--- src/hw/rtl/rrbm_fifo.sv ---
// Small flop-based FIFO used for the mid queue and the result queue.
`timescale 1ns / 1ps
`default_nettype none
module rrbm_fifo #(
  parameter int WIDTH = 8,
  parameter int AW    = 1
) (
  input  wire logic             clk,
  input  wire logic             rst_n,
  input  wire logic             push,
  input  wire logic [WIDTH-1:0] wdata,
  input  wire logic             pop,
  output logic      [WIDTH-1:0] rdata,
  output logic                  full,
  output logic                  empty,
  output logic      [AW:0]      count
);

  localparam int DEPTH = 2 ** AW;

  logic [WIDTH-1:0] data_r [DEPTH];
  logic [AW-1:0]    wr_ptr_r, wr_ptr_nxt;
  logic [AW-1:0]    rd_ptr_r, rd_ptr_nxt;
  logic [AW:0]      count_r, count_nxt;
  logic             do_push, do_pop;

  assign full  = (count_r == (AW + 1)'(DEPTH));
  assign empty = (count_r == '0);
  assign count = count_r;
  assign rdata = data_r[rd_ptr_r];

  assign do_push = push && !full;
  assign do_pop  = pop && !empty;

  always_comb begin
    wr_ptr_nxt = do_push ? wr_ptr_r + 1'b1 : wr_ptr_r;
    rd_ptr_nxt = do_pop ? rd_ptr_r + 1'b1 : rd_ptr_r;
    count_nxt  = count_r;
    if (do_push && !do_pop) begin
      count_nxt = count_r + 1'b1;
    end else if (do_pop && !do_push) begin
      count_nxt = count_r - 1'b1;
    end
  end

  always_ff @(posedge clk) begin
    if (!rst_n) begin
      wr_ptr_r <= '0;
      rd_ptr_r <= '0;
      count_r  <= '0;
    end else begin
      wr_ptr_r <= wr_ptr_nxt;
      rd_ptr_r <= rd_ptr_nxt;
      count_r  <= count_nxt;
    end
  end

  always_ff @(posedge clk) begin
    if (do_push) begin
      data_r[wr_ptr_r] <= wdata;
    end
  end

endmodule
`default_nettype wire

--- config.mk ---
export PLATFORM = sky130hd
export DESIGN_NAME = rrbm_fifo
export DESIGN_NICKNAME = d
export VERILOG_FILES = /design/src/hw/rtl/rrbm_fifo.sv
export SDC_FILE = /design/constraint.sdc
export NUM_CORES = 1
export LEC_CHECK = 0
export BUFFER_PORTS_ARGS = -buffer_cell sky130_fd_sc_hd__buf_2
export CAP_MARGIN = 40
export CORE_UTILIZATION = 48
export CTS_CLUSTER_DIAMETER = 150
export DETAILED_ROUTE_END_ITERATION = 7
export GPL_TIMING_DRIVEN = 0
export MAX_ROUTING_LAYER = met4
export PLACE_DENSITY = 0.78
export SYNTH_ARGS = -nofsm -noshare
export SYNTH_HDL_FRONTEND = slang
export SYNTH_SLANG_ARGS = --single-unit
export TNS_END_PERCENT = 20
--- constraint.sdc ---
create_clock -name clk -period 1.68 [get_ports clk]
set_input_delay 0.252 -clock clk [delete_from_list [all_inputs] [get_ports clk]]
set_output_delay 0.252 -clock clk [all_outputs]
set_load 0.05 [all_outputs]
==> impl_metrics.csv <==
group,metric,value,unit
hold_path,hp-start,"wdata[6]",
placed_design,routabilityCongestion,0.629,
placed_design,placed_cell_area,955,um^2
setup_path,crit_type,"register to primary output",
logic_synthesis,syn_area,803,um^2
setup_path,r2r_cells,7,
floorplan,io_pins,24,
setup_path,crit_path_cell_trace,"buf_4 -> mux2_2 -> clkbuf_4",
logic_synthesis,yosysWarnings,0,
timing,rsz0062_at_grt,"no",
setup_path,cp_slowest_cell,"mux2_2",
route,drc,0,
logic_synthesis,synth_top_family_by_area,"multiplexers",
setup_path,worst_r2r_endpoint,"count[1]$_SDFFE_PN0P_",
hold_path,hp-class,"input port to register",
clock_network,htreeDepth,1,
final_layout,final_area,987,um^2
floorplan,core_area,0.00154,mm^2
final_layout,mostFrequentLayoutCells,"buf_2, edfxtp_1, mux2_2",
setup_path,r2r_slack,150,ps
timing,worst_clock_skew,0.836,ps
final_layout,drive_gt1_share,52.6,%
run_status,status,"completed",
clock_network,cts_tree,"yes",
clock_network,clk_pin_slew_worst_paths,110,ps
global_route,grt-ovfl-total,0,
timing,fin_crit_sh,94.3,%
logic_synthesis,yosys.area_share.adder,1.56,%
global_route,track_usage,16.0,%
setup_path,critPathCaptureType,"primary output",
logic_synthesis,synth_compound_area_share,3.74,%
floorplan,die-area,0.00184,mm^2
logic_synthesis,yosys.cell_types.count,16,
setup_path,crit_required,1430,ps
timing,setup_viol,0,
floorplan,initial_utilization,52.1,%
setup_path,critPathLaunchType,"register",
route,drtIter0Drc,2,
setup_path,cp_data_arrival_time,1330,ps
route,viasPerCell,5.12,
logic_synthesis,synthSimpleGateAreaFrac,5.92,%
floorplan,die_x,42.9,um
logic_synthesis,synth.mux.area_fraction,11.2,%
floorplan,dieHeight,42.9,um
final_layout,num_antenna_cells,0,
floorplan,rows,14,
setup_path,path_buf_inv,2,
final_layout,syn_to_final_growth,22.9,%
pwr,vdd_drop_max,1000,uV
flow_run,cap_viol_max_count,0,
clock_network,numCtsBuffers,3,
timing,relSlewSlack,53.2,%
clock_network,cts_hold_buf,0,
route,drt_first_pass_iters,2,
pwr,powerDensity,1820,mW/mm^2
setup_path,path_max_fanout,8,
clock_network,clockBufferDepth,2,
logic_synthesis,synth_cells,51,
logic_synthesis,syn_avg_cell_area,15.8,um^2
setup_path,worst-path-stages,3,
setup_path,crit_end,"rdata[4]",
placed_design,post-dp-hpwl,857,um
logic_synthesis,syn_nets,64,
timing,tightest_slew,699,ps
setup_path,path_delay_family,"buffers and inverters",
clock_network,cts.sinks,21,
route,post_drt_wl_per_cell,12.6,um
logic_synthesis,ys_seq_area_share,72.3,%
route,drt_wl_total,1190,um
global_route,grt_first_pass_wirelength,1950,um
timing,layout_min_cycle_time,1590,ps
timing,whs,132,ps
timing,hold_viol,0,
placed_design,portBuffers,23,
global_route,grt_max_degree,13,
route,dr_total_vias,481,
global_route,grt_pass1_vias,482,
timing,fmax,631,MHz
final_layout,final_common_cell,"buf_2",
final_layout,fill_cells,115,
setup_path,max_stage_delay,340,ps
final_layout,layout.nets,92,
route,ant_nets,0,
clock_network,clk_latency,300,ps
logic_synthesis,ys_ff_latch,21,
clock_network,cts_root_buf,"clkbuf_4",
setup_path,reg2reg_from,"count[0]$_SDFFE_PN0P_",
logic_synthesis,synth_xor_area_share,3.27,%
global_route,antenna_found_initial,0,
timing,slew_viol_final,0,
pwr,leakagePower,0.000403,uW
power breakdown:
| part | switching, uW | total [uW] | internal [uW] |
|---|---|---|---|
| Clock | 143 | 232 | 88.7 |
| Combinational | 588 | 836 | 248 |
| Sequential | 53.0 | 724 | 671 |
| Total | 784 | 1790 | 1010 |
synthesized netlist by cell type, drive strengths merged:
| master | number | area (um^2) |
|---|---|---|
| dfxtp | 5 | 100 |
| buf | 1 | 5.00 |
| xor2 | 3 | 26.3 |
| ha | 1 | 12.5 |
| inv | 3 | 11.3 |
| o21ai | 2 | 10.0 |
| mux2 | 8 | 90.1 |
| a21boi | 1 | 7.51 |
| a21oi | 1 | 5.00 |
| o21a | 1 | 7.51 |
| or3 | 1 | 6.26 |
| and3 | 1 | 6.26 |
| edfxtp | 16 | 480 |
| nor2 | 5 | 18.8 |
| nand2b | 1 | 6.26 |
| nor3 | 1 | 10.0 |
kinds of logic after synthesis:
family / after synthesis
AOI/OAI and AO/OA: 5
xor gates and xnor gates: 3
adders and majority gates: 1
buffers and inverters: 4
DFF: 21
muxes: 8
and+or+nand+nor: 9
cell type report:
cell class / count / area, um^2 / area share (%)
buffer: 1 / 7.51 / 0.760
clock buffer: 3 / 22.5 / 2.28
clock inverter: 1 / 5.00 / 0.507
inverter: 3 / 15.0 / 1.52
multi-input combinational: 26 / 214 / 21.7
sequential: 21 / 586 / 59.3
tap: 16 / 20.0 / 2.03
timing repair buffer: 23 / 118 / 11.9
timing repair:
| action | CTS | global route |
|---|---|---|
| setup buffers | 0 | 0 |
| endpoints found under the setup margin | 0 | 8 |
| hold endpoints to repair | 0 | 0 |
| gates resized for setup | 0 | 3 |
sequential cells by signal, summed over array words and instances (netlist names), named ones only:
| register | count |
|---|---|
| data_r | 16 |
| count | 2 |
| rd_ptr_r | 1 |
| wr_ptr_r | 1 |
worst min path at each step:
stage,slack (ps),depth (start not counted),end
2_1_floorplan,350,0,data_r[0][0]$_DFFE_PP_
3_3_place_gp,440,1,data_r[0][6]$_DFFE_PP_
4_1_cts,120,1,data_r[1][6]$_DFFE_PP_
5_1_grt,110,1,data_r[0][1]$_DFFE_PP_
3_5_place_dp,440,1,data_r[0][6]$_DFFE_PP_
6_report,130,1,data_r[0][6]$_DFFE_PP_
per-stage QoR:
step / instances / setup TNS (ps) / worst slack [ps] / total power, uW / utilization [%]
final: 94 / 0 / 95.0 / 1790 / 64.0
after global routing: 94 / 0 / 17.1 / 1890 / 64.0
after CTS: 94 / 0 / 5.50 / 1800 / 63.7
after detailed placement: 90 / 0 / 132 / 1570 / 61.9
after global placement: 90 / 0 / 166 / 1550 / 61.9
after floorplan: 51 / -473 / -134 / 1400 / -
per-layer routing:
metal,global-route usage [%],part of all wire (%)
met2,25.8,49
met5,-,0
met4,11.3,2.9
met3,5.53,6.1
met1,16.0,42
Note: power is estimated with default switching activity, not from simulation.
