File: config.mk
export PLATFORM = sky130hd
export DESIGN_NAME = rrbm_front
export DESIGN_NICKNAME = d
export VERILOG_FILES = /design/src/hw/rtl/rrbm_pkg.sv /design/src/hw/rtl/rrbm_front.sv
export SDC_FILE = /design/constraint.sdc
export NUM_CORES = 1
export LEC_CHECK = 0
export ABC_AREA = 1
export BUFFER_PORTS_ARGS = -buffer_cell sky130_fd_sc_hd__buf_2
export CAP_MARGIN = 15
export CORE_ASPECT_RATIO = 1.5
export CORE_MARGIN = 1
export CORE_UTILIZATION = 30
export CTS_CLUSTER_DIAMETER = 60
export DETAILED_ROUTE_END_ITERATION = 16
export REMOVE_ABC_BUFFERS = 1
export SLEW_MARGIN = 40
export SYNTH_ARGS = -nofsm -noshare
export SYNTH_HDL_FRONTEND = slang
export SYNTH_SLANG_ARGS = --single-unit
File: constraint.sdc
create_clock -name clk -period 3 [get_ports clk]
set_clock_uncertainty 0.05 [all_clocks]
set_input_delay 0 -clock clk [delete_from_list [all_inputs] [get_ports clk]]
set_output_delay 0 -clock clk [all_outputs]
set_load 0.05 [all_outputs]
File: src/hw/rtl/rrbm_pkg.sv
// Shared types and constants for the cartridge ROM/RAM bank mapper.
`timescale 1ns / 1ps
`default_nettype none
package rrbm_pkg;

  // Access kind on the input side.
  localparam logic ACT_READ  = 1'b0;
  localparam logic ACT_WRITE = 1'b1;

  // Result source codes.
  localparam logic [1:0] SRC_ROM   = 2'd0;
  localparam logic [1:0] SRC_DATA  = 2'd1;
  localparam logic [1:0] SRC_WRITE = 2'd2;

  // Configuration register indexes.
  localparam logic [1:0] CFG_ROM_BANK_MASK = 2'd0;
  localparam logic [1:0] CFG_RAM_BANK_MASK = 2'd1;
  localparam logic [1:0] CFG_RAM_PRESENT   = 2'd2;

  // Bus address regions, in 8 KiB steps (bus_address[15:13]).
  localparam logic [2:0] RGN_RAM_ENABLE = 3'd0;
  localparam logic [2:0] RGN_ROM_BANK   = 3'd1;
  localparam logic [2:0] RGN_RAM_BANK   = 3'd2;
  localparam logic [2:0] RGN_MODE       = 3'd3;
  localparam logic [2:0] RGN_EXT_RAM    = 3'd5;

  localparam int          ROM_BANK_BYTES = 16384;
  localparam int          ROM_OFF_W      = $clog2(ROM_BANK_BYTES);
  localparam int          ROM_BANK_W     = 5;
  localparam int          ROM_ADDR_W     = ROM_OFF_W + ROM_BANK_W;
  localparam int          RAM_BANK_W     = 2;
  localparam int          RAM_WIN_W      = 13;
  localparam int          CFG_DATA_W     = 5;
  localparam logic [7:0]  RAM_ENABLE_KEY = 8'h0A;
  localparam logic [7:0]  OPEN_BUS       = 8'hFF;

  // One classified access as handed from the front end to the back end.
  typedef struct packed {
    logic [1:0]            source;
    logic [ROM_ADDR_W-1:0] rom_address;
    logic [7:0]            read_data;
    logic                  ram_rd;
    logic                  ram_wr;
    logic [7:0]            write_data;
  } op_t;

  // One finished result.
  typedef struct packed {
    logic [1:0]            source;
    logic [ROM_ADDR_W-1:0] rom_address;
    logic [7:0]            read_data;
  } res_t;

endpackage
`default_nettype wire

File: src/hw/rtl/rrbm_front.sv
// Front end: accepts bus accesses, updates the bank registers and classifies each access.
`timescale 1ns / 1ps
`default_nettype none
module rrbm_front #(
  parameter int ROM_BANK_BITS  = 5,
  parameter int RAM_BANK_BYTES = 8192,
  parameter int IDX_W          = 15
) (
  input  wire logic                             clk,
  input  wire logic                             rst_n,
  input  wire logic                             in_push,
  input  wire logic                             in_action,
  input  wire logic [15:0]                      in_bus_address,
  input  wire logic [7:0]                       in_write_data,
  input  wire logic                             cfg_wr_en,
  input  wire logic [1:0]                       cfg_index,
  input  wire logic [rrbm_pkg::CFG_DATA_W-1:0]  cfg_data,
  input  wire logic                             mid_full,
  output logic                                  mid_push,
  output rrbm_pkg::op_t                         mid_op,
  output logic      [IDX_W-1:0]                 mid_idx
);

  // Largest whole number of RAM banks that fit below the window offset.
  localparam int MAXQ = (2 ** rrbm_pkg::RAM_WIN_W - 1) / RAM_BANK_BYTES;

  logic                                ram_enable_r;
  logic [rrbm_pkg::ROM_BANK_W-1:0]     rom_bank_r;
  logic [rrbm_pkg::RAM_BANK_W-1:0]     ram_bank_r;
  logic                                banking_mode_r;
  logic [rrbm_pkg::ROM_BANK_W-1:0]     rom_bank_mask_r;
  logic [rrbm_pkg::RAM_BANK_W-1:0]     ram_bank_mask_r;
  logic                                ram_present_r;

  logic                                accept;
  logic [2:0]                          region;
  logic                                ram_usable;
  logic                                in_ram_win;
  logic [rrbm_pkg::ROM_BANK_W-1:0]     rom_bank_eff;
  logic [rrbm_pkg::ROM_BANK_W-1:0]     rom_bank_wr;
  logic [rrbm_pkg::RAM_BANK_W-1:0]     ram_bank_eff;
  logic [rrbm_pkg::RAM_WIN_W-1:0]      win_off;
  logic [rrbm_pkg::RAM_WIN_W-1:0]      bank_off;

  assign accept     = in_push && !mid_full;
  assign mid_push   = accept;
  assign region     = in_bus_address[15:13];
  assign ram_usable = ram_enable_r && ram_present_r;
  assign in_ram_win = (region == rrbm_pkg::RGN_EXT_RAM);

  assign rom_bank_eff = rom_bank_r & rom_bank_mask_r;
  assign ram_bank_eff = banking_mode_r ? (ram_bank_r & ram_bank_mask_r) : '0;

  // The zero check applies to the bank bits the cartridge decodes, before the mask.
  always_comb begin
    rom_bank_wr = rrbm_pkg::ROM_BANK_W'(in_write_data[ROM_BANK_BITS-1:0]);
    if (rom_bank_wr == '0) begin
      rom_bank_wr = rrbm_pkg::ROM_BANK_W'(1);
    end
  end

  // Offset within a RAM bank: the window offset reduced modulo the bank size by
  // comparing against each whole multiple of it.
  always_comb begin
    win_off  = in_bus_address[rrbm_pkg::RAM_WIN_W-1:0];
    bank_off = win_off;
    for (int k = 1; k <= MAXQ; k++) begin
      if (win_off >= rrbm_pkg::RAM_WIN_W'(k * RAM_BANK_BYTES)) begin
        bank_off = win_off - rrbm_pkg::RAM_WIN_W'(k * RAM_BANK_BYTES);
      end
    end
    mid_idx = IDX_W'(ram_bank_eff) * IDX_W'(RAM_BANK_BYTES) + IDX_W'(bank_off);
  end

  always_comb begin
    mid_op             = '0;
    mid_op.write_data  = in_write_data;
    mid_op.source      = rrbm_pkg::SRC_WRITE;
    if (in_action == rrbm_pkg::ACT_WRITE) begin
      mid_op.ram_wr = in_ram_win && ram_usable;
    end else if (!in_bus_address[15]) begin
      mid_op.source = rrbm_pkg::SRC_ROM;
      if (in_bus_address[14]) begin
        mid_op.rom_address = {rom_bank_eff, in_bus_address[rrbm_pkg::ROM_OFF_W-1:0]};
      end else begin
        mid_op.rom_address = rrbm_pkg::ROM_ADDR_W'(in_bus_address);
      end
    end else if (in_ram_win && ram_usable) begin
      mid_op.source = rrbm_pkg::SRC_DATA;
      mid_op.ram_rd = 1'b1;
    end else begin
      mid_op.source    = rrbm_pkg::SRC_DATA;
      mid_op.read_data = rrbm_pkg::OPEN_BUS;
    end
  end

  always_ff @(posedge clk) begin
    if (!rst_n) begin
      ram_enable_r    <= 1'b0;
      rom_bank_r      <= rrbm_pkg::ROM_BANK_W'(1);
      ram_bank_r      <= '0;
      banking_mode_r  <= 1'b0;
      rom_bank_mask_r <= '1;
      ram_bank_mask_r <= '1;
      ram_present_r   <= 1'b1;
    end else begin
      if (cfg_wr_en) begin
        unique case (cfg_index)
          rrbm_pkg::CFG_ROM_BANK_MASK: begin
            rom_bank_mask_r <= cfg_data[rrbm_pkg::ROM_BANK_W-1:0];
          end
          rrbm_pkg::CFG_RAM_BANK_MASK: begin
            ram_bank_mask_r <= cfg_data[rrbm_pkg::RAM_BANK_W-1:0];
          end
          rrbm_pkg::CFG_RAM_PRESENT: begin
            ram_present_r <= cfg_data[0];
          end
          default: begin
          end
        endcase
      end
      if (accept && (in_action == rrbm_pkg::ACT_WRITE)) begin
        unique case (region)
          rrbm_pkg::RGN_RAM_ENABLE: begin
            ram_enable_r <= (in_write_data == rrbm_pkg::RAM_ENABLE_KEY);
          end
          rrbm_pkg::RGN_ROM_BANK: begin
            rom_bank_r <= rom_bank_wr;
          end
          rrbm_pkg::RGN_RAM_BANK: begin
            ram_bank_r <= in_write_data[rrbm_pkg::RAM_BANK_W-1:0];
          end
          rrbm_pkg::RGN_MODE: begin
            banking_mode_r <= in_write_data[0];
          end
          default: begin
          end
        endcase
      end
    end
  end

endmodule
`default_nettype wire

==> key figures <==
Run status
  – Status: complete, no violations

Cells and area
  – Share of post-route cells with drive strength above 1: 0.387
  – Commonest non-fill, non-tap cell in the layout: buf_2
  – Most frequent cells in the layout: buf_2 (91), nand2_1 (59), nor2_1 (44), inv_1 (19), dfxtp_1 (17)
  – Fin nets: around 300
  – Synth-to-layout area growth: 30.2%
  – Antenna cells: 0

Route
  – Via/cell ratio: around 4.2
  – Initial DRC Count: 19
  – Vias: roughly 1300
  – Wirelength per Cell: roughly 9.6 um
  – Routed Antenna Nets: 0
  – Routed WL: 3010 um
  – DRC Markers: 0
  – First drt pass iteration count: 4

Yosys
  – Mapped Area: 1240 um^2
  – Cell count after synthesis: 202
  – Register bit count reported by yosys: 17
  – Yosys warning total: 0
  – Sequential element share of the synthesized area: 0.274
  – Synth Area per Inst: 6.16 um^2
  – Post-synth cell types: 21

STA
  – F_max: 697 MHz
  – Final Hold Viols: 0
  – Slew margin rel.: 0.736
  – Setup violators final: 0
  – Pins over their slew limit: 0
  – RSZ-0062 raised after global routing: no
  – Hold_ws: about 0.022 ns
  – Period utilisation layout: 0.478
  – Setup ws final: 1.56 ns
  – Worst slew pin tran: 0.394 ns
  – Post-route minimum period: 1.44 ns

Setup path
  – CP Launch Type: flip-flop
  – Data arrival time of the critical path: 1.39 ns
  – Critical-path cell list: nand3_1 -> nor2_1 -> inv_1 -> nor2_1 -> buf_2
  – Cell mode on critical path: nor2_1
  – CP top delay family: simple AND/OR/NAND/NOR gates
  – Buffers and inverters on the worst path: 2
  – Crit-path slowest cell: dfxtp_1
  – Crit Path Max Fanout: 2
  – Crit path kind: flip-flop to output pin
  – Required @ worst endpoint: around 3 ns
  – Slowest Stage Delay on Critical Path: 0.33 ns
  – Critical path capture point type: output pin

Global route
  – Initial antenna violation count: 0
  – Grt total ovfl: 0
  – Largest net degree at the start of global routing: 21
  – Vias in the first global route: 1113
  – First-pass GRT wire length: 4660 um
  – GRT Overall Usage: 0.145

Floorplan
  – Std cell rows: 28
  – Initial Util: 0.314
  – Ports: 92
  – Chip width: 54.6 um
  – DIE AREA: 4410 um^2
  – CORE AREA: 3960 um^2
  – Die height: slightly above 80 um

Clock network
  – Num CTS Buffers: 3
  – Clock tree buffer depth: 2
  – CTS Sinks: 17
  – Clock-pin transition on the worst setup and hold timing paths: 0.07 ns
  – Root Driver: clkbuf_8
  – CTS tree: built
  – Clock H-tree levels: 1
  – Skew-Pair Late Insertion Delay: 0.25 ns

Power
  – Leakage: 0.000939 uW
  – Total power: 638 uW
  – Pwr dens: 394 nW/um^2
  – Worst vdd ir: between 0.15 and 0.2 mV

Run
  – Total of max-cap violations: 0

Placed design
  – DP Worst Slack: about 1.6 ns
  – Port Buffer Count: 91
  – Detail Placement HPWL: around 2500 um
  – RePlAce Congestion: approximately 0.73

Worst hold path
  – Min-delay worst type: input pin to flip-flop
==> power by group <==
part / switching (uW) / leakage, uW / internal, uW
Combinational: 173 / 0.000775 / 58.8
Sequential: 3.52 / 0.000138 / 233
Clock: 77.7 / 0.0000255 / 92.1
==> kinds of logic after synthesis <==
family / count (synthesis) / synth area share
compound gates: 2 / 0.00804
simple gates: 129 / 0.459
buf+inv: 54 / 0.260
flops: 17 / 0.274
==> registers in the layout, summed over array words and instances, names as in the netlist <==
register,cells
ram_present_r,1
ram_bank_mask_r,2
banking_mode_r,1
rom_bank_mask_r,5
rom_bank_r,5
ram_bank_r,2
ram_enable_r,1
==> synthesized netlist by cell type <==
master / n / area share
buf_6: 1 / 0.0091
nand2_1: 59 / 0.18
o21ai_1: 1 / 0.0040
nor3_1: 3 / 0.012
nand2_2: 1 / 0.0050
inv_2: 1 / 0.0030
nor2_2: 1 / 0.0050
nand3_4: 1 / 0.014
nor2_1: 44 / 0.13
nand4_1: 1 / 0.0050
inv_1: 19 / 0.057
nand3_1: 15 / 0.060
nor3_2: 1 / 0.0080
o21ai_0: 1 / 0.0040
nor2_8: 1 / 0.016
buf_4: 29 / 0.18
nor3_4: 1 / 0.013
nor2_4: 1 / 0.0091
buf_2: 3 / 0.012
dfxtp_1: 17 / 0.27
clkbuf_1: 1 / 0.0030
==> layer usage <==
layer  wire (um)  track usage  up-vias  share of wire
li1            -            -      712              -
met1        1240        0.153      544           0.41
met2        1480        0.276       74           0.49
met3         260       0.0187        4          0.086
met4          31       0.0538        0          0.010
met5           0            0        -              0
==> path summary, 6_finish.rpt <==
kind,start,end,slack [ns],cells past startpoint
worst max-delay path,ram_enable_r$_SDFFE_PN0P_,mid_op[9],1.56,5
worst min-delay path,cfg_wr_en,ram_present_r$_SDFFE_PN1P_,0.02,3
worst max register to register,banking_mode_r$_SDFFE_PN0P_,banking_mode_r$_SDFFE_PN0P_,2.31,4
worst min register to register,rom_bank_mask_r[4]$_SDFFE_PN1P_,rom_bank_mask_r[4]$_SDFFE_PN1P_,0.41,2
==> worst min-delay path, cell delays in order <==
cell	delay, ns
buf_2	0.11
nand4_1	0.10
nand3_1	0.07
==> final cells by class <==
type / instances / area, um^2
inverter: 20 / 75.1
tap: 45 / 56.3
multi-input combinational: 131 / 586
fill: 460 / 2340
sequential: 17 / 340
clock buffer: 3 / 41.3
clock inverter: 1 / 5.00
timing repair buffer: 97 / 515
==> timing repair <==
item                                   in CTS  in global routing
setup buffers                               0                  0
setup endpoints to repair                   0                  0
hold buffers                                6                  0
resized for setup                           0                  0
endpoints found under the hold margin       8                  0
==> per-stage QoR <==
stage               std cells   util  cell area, um^2  TNS, ns
finish                    314  0.409             1620        0
CTS                       314  0.408             1610        0
global placement          304  0.381             1510        0
detailed placement        304  0.381             1510        0
global route              314  0.409             1620        0
floorplan                 168      -              996   -43.06
Power figures use the tool's default switching activity.
